[src/hdl/ogrc_pkg.sv]
// ----------------------------------------------------------------------------
// ogrc_pkg
// Shared types and constants of the occupancy grid range count unit.
// ----------------------------------------------------------------------------
package ogrc_pkg;

   // grid limits
   localparam int MAX_WIDTH  = 256;
   localparam int MAX_HEIGHT = 256;

   // cell index widths and corner/dimension widths (0..MAX inclusive)
   localparam int X_BITS    = (MAX_WIDTH > 1) ? $clog2(MAX_WIDTH) : 1;
   localparam int Y_BITS    = (MAX_HEIGHT > 1) ? $clog2(MAX_HEIGHT) : 1;
   localparam int CX_BITS   = $clog2(MAX_WIDTH + 1);
   localparam int CY_BITS   = $clog2(MAX_HEIGHT + 1);
   localparam int ADDR_BITS = X_BITS + Y_BITS;
   localparam int MEM_DEPTH = 2 ** ADDR_BITS;

   // field widths
   localparam int CFG_BITS   = 9;
   localparam int COORD_BITS = 16;
   localparam int FUNC_BITS  = 2;
   localparam int COUNT_BITS = 17;

   // stream and register port widths
   localparam int REQ_DATA_BITS = 72;
   localparam int RSP_DATA_BITS = 24;
   localparam int CSR_ADDR_BITS = 3;
   localparam int CSR_DATA_BITS = 32;

   // function codes
   localparam logic [FUNC_BITS-1:0] FUNC_WRITE = 2'd0;
   localparam logic [FUNC_BITS-1:0] FUNC_READ  = 2'd1;
   localparam logic [FUNC_BITS-1:0] FUNC_COUNT = 2'd2;

   // register indexes
   localparam logic REG_GRID_WIDTH  = 1'b0;
   localparam logic REG_GRID_HEIGHT = 1'b1;

   // result source selected by the controller
   typedef enum logic [1:0] {
      RES_ZERO  = 2'd0,
      RES_ERROR = 2'd1,
      RES_CELL  = 2'd2,
      RES_COUNT = 2'd3
   } res_type;

   typedef struct packed {
      logic    capture;
      logic    clr_step;
      logic    cell_write;
      logic    reb_start;
      logic    reb_read;
      logic    reb_write;
      logic    qry_start;
      logic    qry_step;
      logic    rsp_load;
      res_type res_src;
   } ogrc_cmd_type;

   typedef struct packed {
      logic                 clear_last;
      logic [FUNC_BITS-1:0] func;
      logic                 in_grid;
      logic                 empty_range;
      logic                 stale;
      logic                 reb_last;
      logic                 qry_last;
   } ogrc_status_type;

endpackage

[src/hdl/ogrc_ctrl.sv]
// ----------------------------------------------------------------------------
// ogrc_ctrl
// Controller: sequences clearing, cell access, table rebuild, range query
// and result hand-off.
// ----------------------------------------------------------------------------
module ogrc_ctrl
   import ogrc_pkg::*;
(
   input  logic            clock,
   input  logic            reset,
   input  logic            req_tvalid,
   output logic            req_tready,
   output logic            rsp_tvalid,
   input  logic            rsp_tready,
   input  ogrc_status_type status,
   output ogrc_cmd_type    cmd
);

   typedef enum logic [7:0] {
      S_CLEAR  = 8'b0000_0001,
      S_IDLE   = 8'b0000_0010,
      S_DECODE = 8'b0000_0100,
      S_REB_RD = 8'b0000_1000,
      S_REB_WR = 8'b0001_0000,
      S_QRY    = 8'b0010_0000,
      S_RESP   = 8'b0100_0000,
      S_SPARE  = 8'b1000_0000
   } state_type;

   state_type state_ff, state_in;
   res_type   src_ff, src_in;
   logic      rsp_valid_ff, rsp_valid_in;

   always_comb begin
      state_in     = state_ff;
      src_in       = src_ff;
      cmd          = '0;
      cmd.res_src  = src_ff;
      req_tready   = 1'b0;
      rsp_valid_in = rsp_valid_ff & ~rsp_tready;
      unique case (state_ff)
         S_CLEAR: begin
            cmd.clr_step = 1'b1;
            if (status.clear_last) begin
               state_in = S_IDLE;
            end
         end
         S_IDLE: begin
            req_tready = 1'b1;
            if (req_tvalid) begin
               cmd.capture = 1'b1;
               state_in    = S_DECODE;
            end
         end
         S_DECODE: begin
            state_in = S_RESP;
            src_in   = RES_ZERO;
            case (status.func)
               FUNC_WRITE: begin
                  if (status.in_grid) begin
                     cmd.cell_write = 1'b1;
                  end else begin
                     src_in = RES_ERROR;
                  end
               end
               FUNC_READ: begin
                  if (status.in_grid) begin
                     src_in = RES_CELL;
                  end
               end
               FUNC_COUNT: begin
                  if (!status.empty_range) begin
                     if (status.stale) begin
                        cmd.reb_start = 1'b1;
                        state_in      = S_REB_RD;
                     end else begin
                        cmd.qry_start = 1'b1;
                        state_in      = S_QRY;
                     end
                  end
               end
               default: begin
                  src_in = RES_ZERO;
               end
            endcase
         end
         S_REB_RD: begin
            cmd.reb_read = 1'b1;
            state_in     = S_REB_WR;
         end
         S_REB_WR: begin
            cmd.reb_write = 1'b1;
            if (status.reb_last) begin
               cmd.qry_start = 1'b1;
               state_in      = S_QRY;
            end else begin
               state_in = S_REB_RD;
            end
         end
         S_QRY: begin
            cmd.qry_step = 1'b1;
            if (status.qry_last) begin
               src_in   = RES_COUNT;
               state_in = S_RESP;
            end
         end
         S_RESP: begin
            if (!rsp_valid_ff || rsp_tready) begin
               cmd.rsp_load = 1'b1;
               rsp_valid_in = 1'b1;
               state_in     = S_IDLE;
            end
         end
         default: begin
            state_in = S_IDLE;
         end
      endcase
   end

   always_ff @(posedge clock) begin
      if (reset) begin
         state_ff     <= S_CLEAR;
         src_ff       <= RES_ZERO;
         rsp_valid_ff <= 1'b0;
      end else begin
         state_ff     <= state_in;
         src_ff       <= src_in;
         rsp_valid_ff <= rsp_valid_in;
      end
   end

   assign rsp_tvalid = rsp_valid_ff;

endmodule

[config.mk]
export PLATFORM = sky130hd
export DESIGN_NAME = ogrc_ctrl
export DESIGN_NICKNAME = d
export VERILOG_FILES = /design/src/hdl/ogrc_pkg.sv /design/src/hdl/ogrc_ctrl.sv
export SDC_FILE = /design/constraint.sdc
export NUM_CORES = 1
export LEC_CHECK = 0
export ABC_AREA = 1
export BUFFER_PORTS_ARGS = -buffer_cell sky130_fd_sc_hd__buf_2
export CORE_AREA = 2 2 41 43
export DETAILED_ROUTE_END_ITERATION = 7
export DIE_AREA = 0 0 43 45
export GPL_TIMING_DRIVEN = 0
export HOLD_SLACK_MARGIN = 0.05
export MAX_ROUTING_LAYER = met4
export PLACE_DENSITY_LB_ADDON = 0.1
export SKIP_LAST_GASP = 1
export SLEW_MARGIN = 20
export SYNTH_ARGS = -nofsm -noshare
export SYNTH_HDL_FRONTEND = slang
export SYNTH_SLANG_ARGS = --single-unit
[constraint.sdc]
create_clock -name clock -period 3.2 [get_ports clock]
set_input_delay 0 -clock clock [delete_from_list [all_inputs] [get_ports clock]]
set_output_delay 0 -clock clock [all_outputs]
set_load 0.1 [all_outputs]
==> run summary, run 1 <==
The run finished with clean final reports. For the pin with the worst max-slew slack, the measured transition is 485 ps. Routed wire length per instance: 9.96 um. The final count of pins violating max slew came out at 0. The area overhead of the layout relative to synthesis is 32.6%. Before antenna repair, the detailed router went through 2 iterations. For this design the top-level I/O count stands at 25. Setup total negative slack on the finished layout was measured at 0 ps. Buffers added to address setup during post-CTS repair amount to 0. Counting every net in the synthesized netlist gives 117. Across every metal layer, demand over resource in global routing totals 19.3%. The shortest period the worst path allows works out to 1700 ps. The peak fanout along the critical path is 7, and the total via count in the routed design is 725. The final number of hold-violating endpoints was 0. The tools report the H-tree depth as 1. The die covers 1940 um^2. The cts-stage hold buffer count is 6, and the total wire length after detailed routing is 1540 um. After floorplanning, the core was divided into 14 placement rows.

The number of design rule violations left after detail routing is 0, and the mean cell area of the mapped netlist is 6.90 um^2. By area the synthesized netlist is led by dfxtp_1 (28%), nand2_1 (9.3%), inv_1 (8.8%). The static leakage came out at 0.000541 uW. Summed over all layers, the global routing overflow is 0. The synthesis warning total is 0. The synthesized netlist occupies a cell area of 724 um^2. The initial antenna violation count came out at 0. Of all cell types, the one taking the most synthesized area is dfxtp_1.

The congestion estimate from routability-driven global placement came to 0.817. The cell chosen for the clock root was clkbuf_4. Traced cell by cell, the critical path runs through nor2_4 > nand3_2 > nor2_4 > inv_2 > nor4_2 > buf_2. The logs give 677 for the number of global-route vias before repair and 1700 ps for the signal arrival time at the worst endpoint. The count of different cell masters after synthesis came out at 20. Category of the most critical setup path: flip-flop to primary output.

The number of antenna-violating nets in the routed design is 0, and the max-capacitance violation count is 0. The count of routing violations after the opening detailed-route iteration is 9. The logs give 8 for the maximum number of pins on one net before global-route repair and 155 for the number of standard cells in the layout, taps in and fillers out. The fraction of final layout cells sized beyond drive strength 1 works out to 42.4%.

Sequential elements use 27.6% of the synthesized area. The slowest cell on the critical path is buf_2. Critical path capture point type: a primary output. The half-perimeter wire length of the detailed placement result was 1240 um. TritonCTS created 3 clock buffers. The region available for standard cell placement spans 1470 um^2.

TritonCTS built the clock tree. Setup repair after global routing left no endpoint under its margin. The global-route wire length before repair is 2640 um, and the top-area cell type share of the netlist area is 27.6%.

For the number of cells produced by synthesis, the log shows 105. Counting along the longest clock path gives a buffer depth of 2. The number of setup violations in the final report came out at 0.

The floorplan step set the die width to 43 um. The fill cell total of the finished layout was 143; the placed cell count was 145. The clock drives 10 sinks. Post-CTS repair changed the size of 0 cells. 0 antenna diodes ended up in the layout. In this run the tool buffered the top-level ports with 24 buffer cells. The share of the clock period used by the worst path after layout works out to 53.2%.

In this design, the critical path's most frequently occurring cell is nor2_4. Clock skew on the completed layout was measured at 8.48 ps. The logs give 152 for the net count reported at finish and 0.000306 V for the maximum VDD drop. The die is 45 um tall. After clock tree synthesis, the clock-pin slew on the worst setup and hold paths is 80 ps. STA classifies the critical path startpoint as a flip-flop. The worst min-delay path class is input pin to flip-flop.

For this run, the top clock speed supported by timing is 587 MHz. Headroom to the max-slew limit came out at 67.9%. Total power per unit cell area: 358 nW/um^2. Delay of the slowest critical-path stage: 460 ps.

Synthesis inferred 10 register bits. The run gives 3200 ps as the worst path required time. After detailed routing, the number of vias per cell comes to 4.68. At the later pin of the worst-skew pair, clock insertion delay measures 280 ps.

Once the floorplan was initialized, standard cells occupied 49.2% of the core.
-- placed cells by master (no fill, tap or decap), types with 2 or more instances in the layout --
cell,n
nor2_2,5
a21oi_1,2
nand2_2,6
dfxtp_1,10
nor2_4,4
inv_1,17
dlygate4sd3_1,6
buf_2,24
o211ai_1,2
clkbuf_4,3
o31ai_1,2
nand3_1,7
nor3_1,2
nand3_4,3
nor2_1,14
inv_2,7
nand2_1,18
-- power breakdown --
group	internal [uW]	switching [uW]	total, uW
Sequential	129	5.44	134
Clock	69.2	49.4	119
Combinational	26.1	65.4	91.4
-- flip-flops by register name, summed over array words and instances, names as in the netlist --
register	count
rsp_tvalid	1
src_ff	2
state_ff	7
-- cells by family (layout without fill, tap and decap cells) --
family / Yosys count / count (layout) / share of synthesized area (%)
flip-flops: 10 / 10 / 27.6
AO/OA/AOI/OAI: 8 / 8 / 7.94
buffers and inverters: 24 / 58 / 12.4
AND/OR/NAND/NOR: 63 / 63 / 52.0
-- final cells by class --
class	count	area, um^2	share of cell area, %
Tap cell	16	20.0	2.08
Multi-Input combinational cell	71	434	45.2
Sequential cell	10	200	20.8
Timing Repair Buffer	30	180	18.8
Clock buffer	4	36.3	3.78
Inverter	24	90.1	9.37
-- stage by stage --
stage | power (uW) | utilization [%] | setup WS (ps) | hold slack, ps | cell area, um^2
finish | 344 | 65.3 | 1500 | 66.8 | 961
global route | 360 | 65.3 | 1410 | 113 | 961
CTS | 347 | 65.3 | 1470 | 63.1 | 961
detailed placement | 224 | 58.8 | 1790 | 237 | 865
global placement | 223 | 58.8 | 1810 | 231 | 865
floorplan | 205 | - | 646 | 62.4 | 724
-- synth_stat cells --
master and instances:
a21oi_1 2, a21oi_2 1, dfxtp_1 10, inv_1 17, inv_2 7, nand2_1 18, nand2_2 6, nand2_4 1
nand3_1 7, nand3_2 1, nand3_4 3, nand3b_2 1, nor2_1 14, nor2_2 5, nor2_4 4, nor3_1 2
nor4_2 1, o211ai_1 2, o21ai_2 1, o31ai_1 2
-- layer usage --
| metal | global-route usage, % | vias up | share of wire, % |
|---|---|---|---|
| met5 | - | - | 0 |
| met4 | 9.70 | 0 | 2.5 |
| met3 | 6.80 | 7 | 6.3 |
| met2 | 31.8 | 22 | 49 |
| met1 | 20.7 | 307 | 43 |
| li1 | - | 389 | - |
-- path summary, 6_finish.rpt --
path                                   from     endpoint  slack [ps]  depth (start not counted)
worst min-delay path              status[5]    src_ff[0]          70                          4
worst max register to register  state_ff[1]  state_ff[3]        1540                          6
worst min register to register    src_ff[0]    src_ff[0]         490                          2
worst max-delay path            state_ff[1]       cmd[8]        1500                          6
-- critical path: cells and delay by family, from the launching register on --
kind	cells	cell delay (ps)
buf+inv	2	520
flops	1	370
simple gates	4	530
(Power assumes the default switching activity.)
==> run 2, diff against run 1 <==
--- a/config.mk
+++ b/config.mk
@@ -7,9 +7,9 @@
 export LEC_CHECK = 0
 export ABC_AREA = 1
 export BUFFER_PORTS_ARGS = -buffer_cell sky130_fd_sc_hd__buf_2
-export CORE_AREA = 2 2 41 43
+export CORE_AREA = 2 2 45 47
 export DETAILED_ROUTE_END_ITERATION = 7
-export DIE_AREA = 0 0 43 45
+export DIE_AREA = 0 0 47 49
 export GPL_TIMING_DRIVEN = 0
 export HOLD_SLACK_MARGIN = 0.05
 export MAX_ROUTING_LAYER = met4
==> constraint.sdc (replaced) <==
create_clock -name clock -period 1.43 [get_ports clock]
set_input_delay 0 -clock clock [delete_from_list [all_inputs] [get_ports clock]]
set_output_delay 0 -clock clock [all_outputs]
set_load 0.1 [all_outputs]
==> run 2 against run 1 <==
- the flow now finishes with violations (negative setup slack)
- routed wire length rose by 20%
- total power rose by 140%
- sequential cell count did not move
- setup slack got worse by 1600 ps
- die area increased by 19%
- sequential power grew 120%
- register-to-register slack got worse by 1600 ps
- via count up 7.9%
- cell area up 30%
- critical endpoint is now cmd[4]
- highest routed layer unchanged
==> run summary, run 2 (synthesis gave the netlist of run 1 again) <==
The run finished, with violations left. The final reports fail on negative setup slack. The tools report the cell chosen for the clock root as clkbuf_4. The total wire length after detailed routing came out at 1850 um.

The number of buffers and inverters on the critical path is 2. The maximum number of pins on one net before global-route repair came out at 7. For the worst setup path, the data arrival time is 1540 ps. Once detail routing completed, the nets flagged for antenna violations numbered 0. STA classifies the critical path endpoint as a primary output. Setup violations remaining at the end of the flow were counted as 4.

I/O pin count: 25. The library cell used most frequently in the layout, excluding fill and tap cells, is inv_1. For this run, the number of standard cells in the final layout without fillers is 175. Dividing the final minimum period by the clock period gives 108%. For flop-to-flop paths, the worst setup slack is -50 ps.

Of all nets on the critical path, the largest fanout is 4. At the pin with the least slew margin, the transition time is 489 ps. The height of the die is 49 um, and the number of flip-flops in the largest register is 7. The signal on the critical path passes through nor2_4 > buf_4 > nand2_2 > nor2_4 > nand2_4 > nand2_8 > buf_12. Ranked by flip-flop count, first place goes to state_ff. The area overhead of the layout relative to synthesis is 72.0%, and the routed length on met2 is 963 um. End of the worst register-to-register path: state_ff[1]. Fill cell total of the finished layout: 168.

The category of the most critical setup path is flip-flop to primary output. The startpoint identified for the worst hold timing path is rsp_tready. The slowest cell on the critical path was dfxtp_2. The tree built by TritonCTS fans out to 10 sinks. The tools report the number of global-route vias before repair as 722. Clock-pin slew was measured on the worst setup and hold paths at 80 ps.

The worst register-to-register path begins at state_ff[0]. The longest clock path from root to sink contains 2 buffers. TritonCTS built the clock tree. In this run the tool buffered the top-level ports with 24 buffer cells. The maximum clock skew at final layout was 1.45 ps; the peak clock frequency supported by timing was 649 MHz. The die span in x was 47 um; the area of the core region was 1840 um^2.

In the final layout, the share of cells above drive strength 1 is 58.1%. The delay of the slowest critical-path stage came out at 340 ps. At the end of the flow, the number of nets in the layout was 161. Setup repair after global routing could not meet its margin everywhere. Maximum VDD drop: 0.000435 V. The first detailed-routing pass ran for 4 iterations. The logs give -110 ps for the setup slack of the critical path after layout and 0 for the final count of pins violating max slew. The tools report the initial antenna violation count as 0.

Clock tree synthesis inserted a total of 3 buffers. For this design the static power due to leakage is 0.000613 uW. After layout, the minimum clock period comes to 1540 ps.

The routed wire length per instance came out at 10.6 um. For this run, the total global-route usage over all layers was measured as 17.8%. Clock latency on the worst-skew pair, taken at its later pin, is 260 ps. The first global-routing pass estimated 2920 um of wire. By instance count, the cell type seen most on the critical path is nor2_4. Across the run, the number of max-cap violations was 0.

The worst min-delay path class was input pin to flip-flop. Nature of the critical path startpoint: a flip-flop. The starting utilization of the core area was 39.3%; the H-tree depth was 1.

End point of the most critical hold path: rsp_tvalid. The routed layout has 782 vias. In this run the power density over the cells is 665 nW/um^2. The tightest hold path in the finished design has a slack of 66.6 ps. The run gives 2300 um^2 as the area of the die. In the routed layout, each cell is associated on average with a via count of 4.47. Total routed wire length on the met1 layer: 792 um. The design draws 829 uW. In the layout the commonest cells are inv_1 (15), nand2_1 (14), buf_2 (14), buf_4 (12), nor2_1 (11). Detailed routing placed a total of 69 um of wire on met3. 0 antenna diodes ended up in the layout.

At the end of routability-driven placement, the weighted congestion stood at 0.811. STA puts the critical path data required time at 1430 ps. The placed cell count was 156; the number of design rule violations left after detail routing was 0. The final number of hold-violating endpoints is 0. The top metal layer carrying routed signals is met4. Beginning of the critical path: state_ff[0]. On the critical path the largest part of the delay comes from simple AND/OR/NAND/NOR gates. The number of instances on the worst hold path was 4. The floorplan has 16 rows. Summed over all nets, the half-perimeter wirelength after detailed placement is 1320 um.

The run gives 0 as the global route total overflow. The depth of the worst register-to-register path was 10; the count of routing violations after the opening detailed-route iteration was 9. Headroom to the max-slew limit came out at 67.6%.
[run 2: cell types whose count changed in the layout (fill, tap and decap cells not counted), sizes merged]
cell	previous run	this run
buf	24	34
clkinvlp	0	1
dlygate4sd3	6	5
inv	24	23
[run 2: routing by layer]
metal | vias up | GRT usage (%)
li1 | 410 | -
met5 | - | -
met4 | 0 | 8.33
met2 | 20 | 27.6
met3 | 2 | 2.22
met1 | 350 | 22.2
[run 2: repair_timing]
action | in CTS | in global routing
hold buffers | 4 | 1
hold endpoints to repair | 6 | 1
gates resized for setup | 19 | 16
buffers inserted | 2 | 8
pin swaps | 1 | 5
setup endpoints to repair | 9 | 9
[run 2: worst max-delay path by stage]
stage,end,depth (start not counted)
after floorplan,cmd[8],5
after global placement,cmd[4],6
after detailed placement,cmd[4],6
after CTS,cmd[8],6
after global routing,cmd[4],7
final,cmd[4],7
[run 2: through the flow]
step / instance area [um^2] / setup slack, ps / utilization, % / TNS (ps)
3_3_place_gp: 966 / -26.0 / 52.4 / -26.0
6_report: 1250 / -110 / 67.7 / -278
5_1_grt: 1250 / -181 / 67.7 / -689
3_5_place_dp: 966 / -34.6 / 52.4 / -34.6
2_1_floorplan: 812 / -295 / - / -907
4_1_cts: 1110 / -114 / 60.4 / -193
[run 2: final cells by class]
cell class / count / area (um^2) / share of cell area, %
tap: 27 / 33.8 / 2.71
inverter: 24 / 96.3 / 7.73
multi-input combinational: 71 / 524 / 42.1
sequential: 10 / 209 / 16.8
clock buffer: 4 / 36.3 / 2.91
timing repair buffer: 39 / 347 / 27.8
[run 2: worst min-delay path: cells and delay by family]
family	cells	cell delay, ps
simple gates	1	90
buf+inv	2	140
compound gates	1	60
[run 2: report_power, final]
group          internal [uW]  switching (uW)  leakage [uW]
registers                287            12.4     0.0000832
logic                   94.7             168      0.000509
clock network            154             112     0.0000210
total                    537             292      0.000613
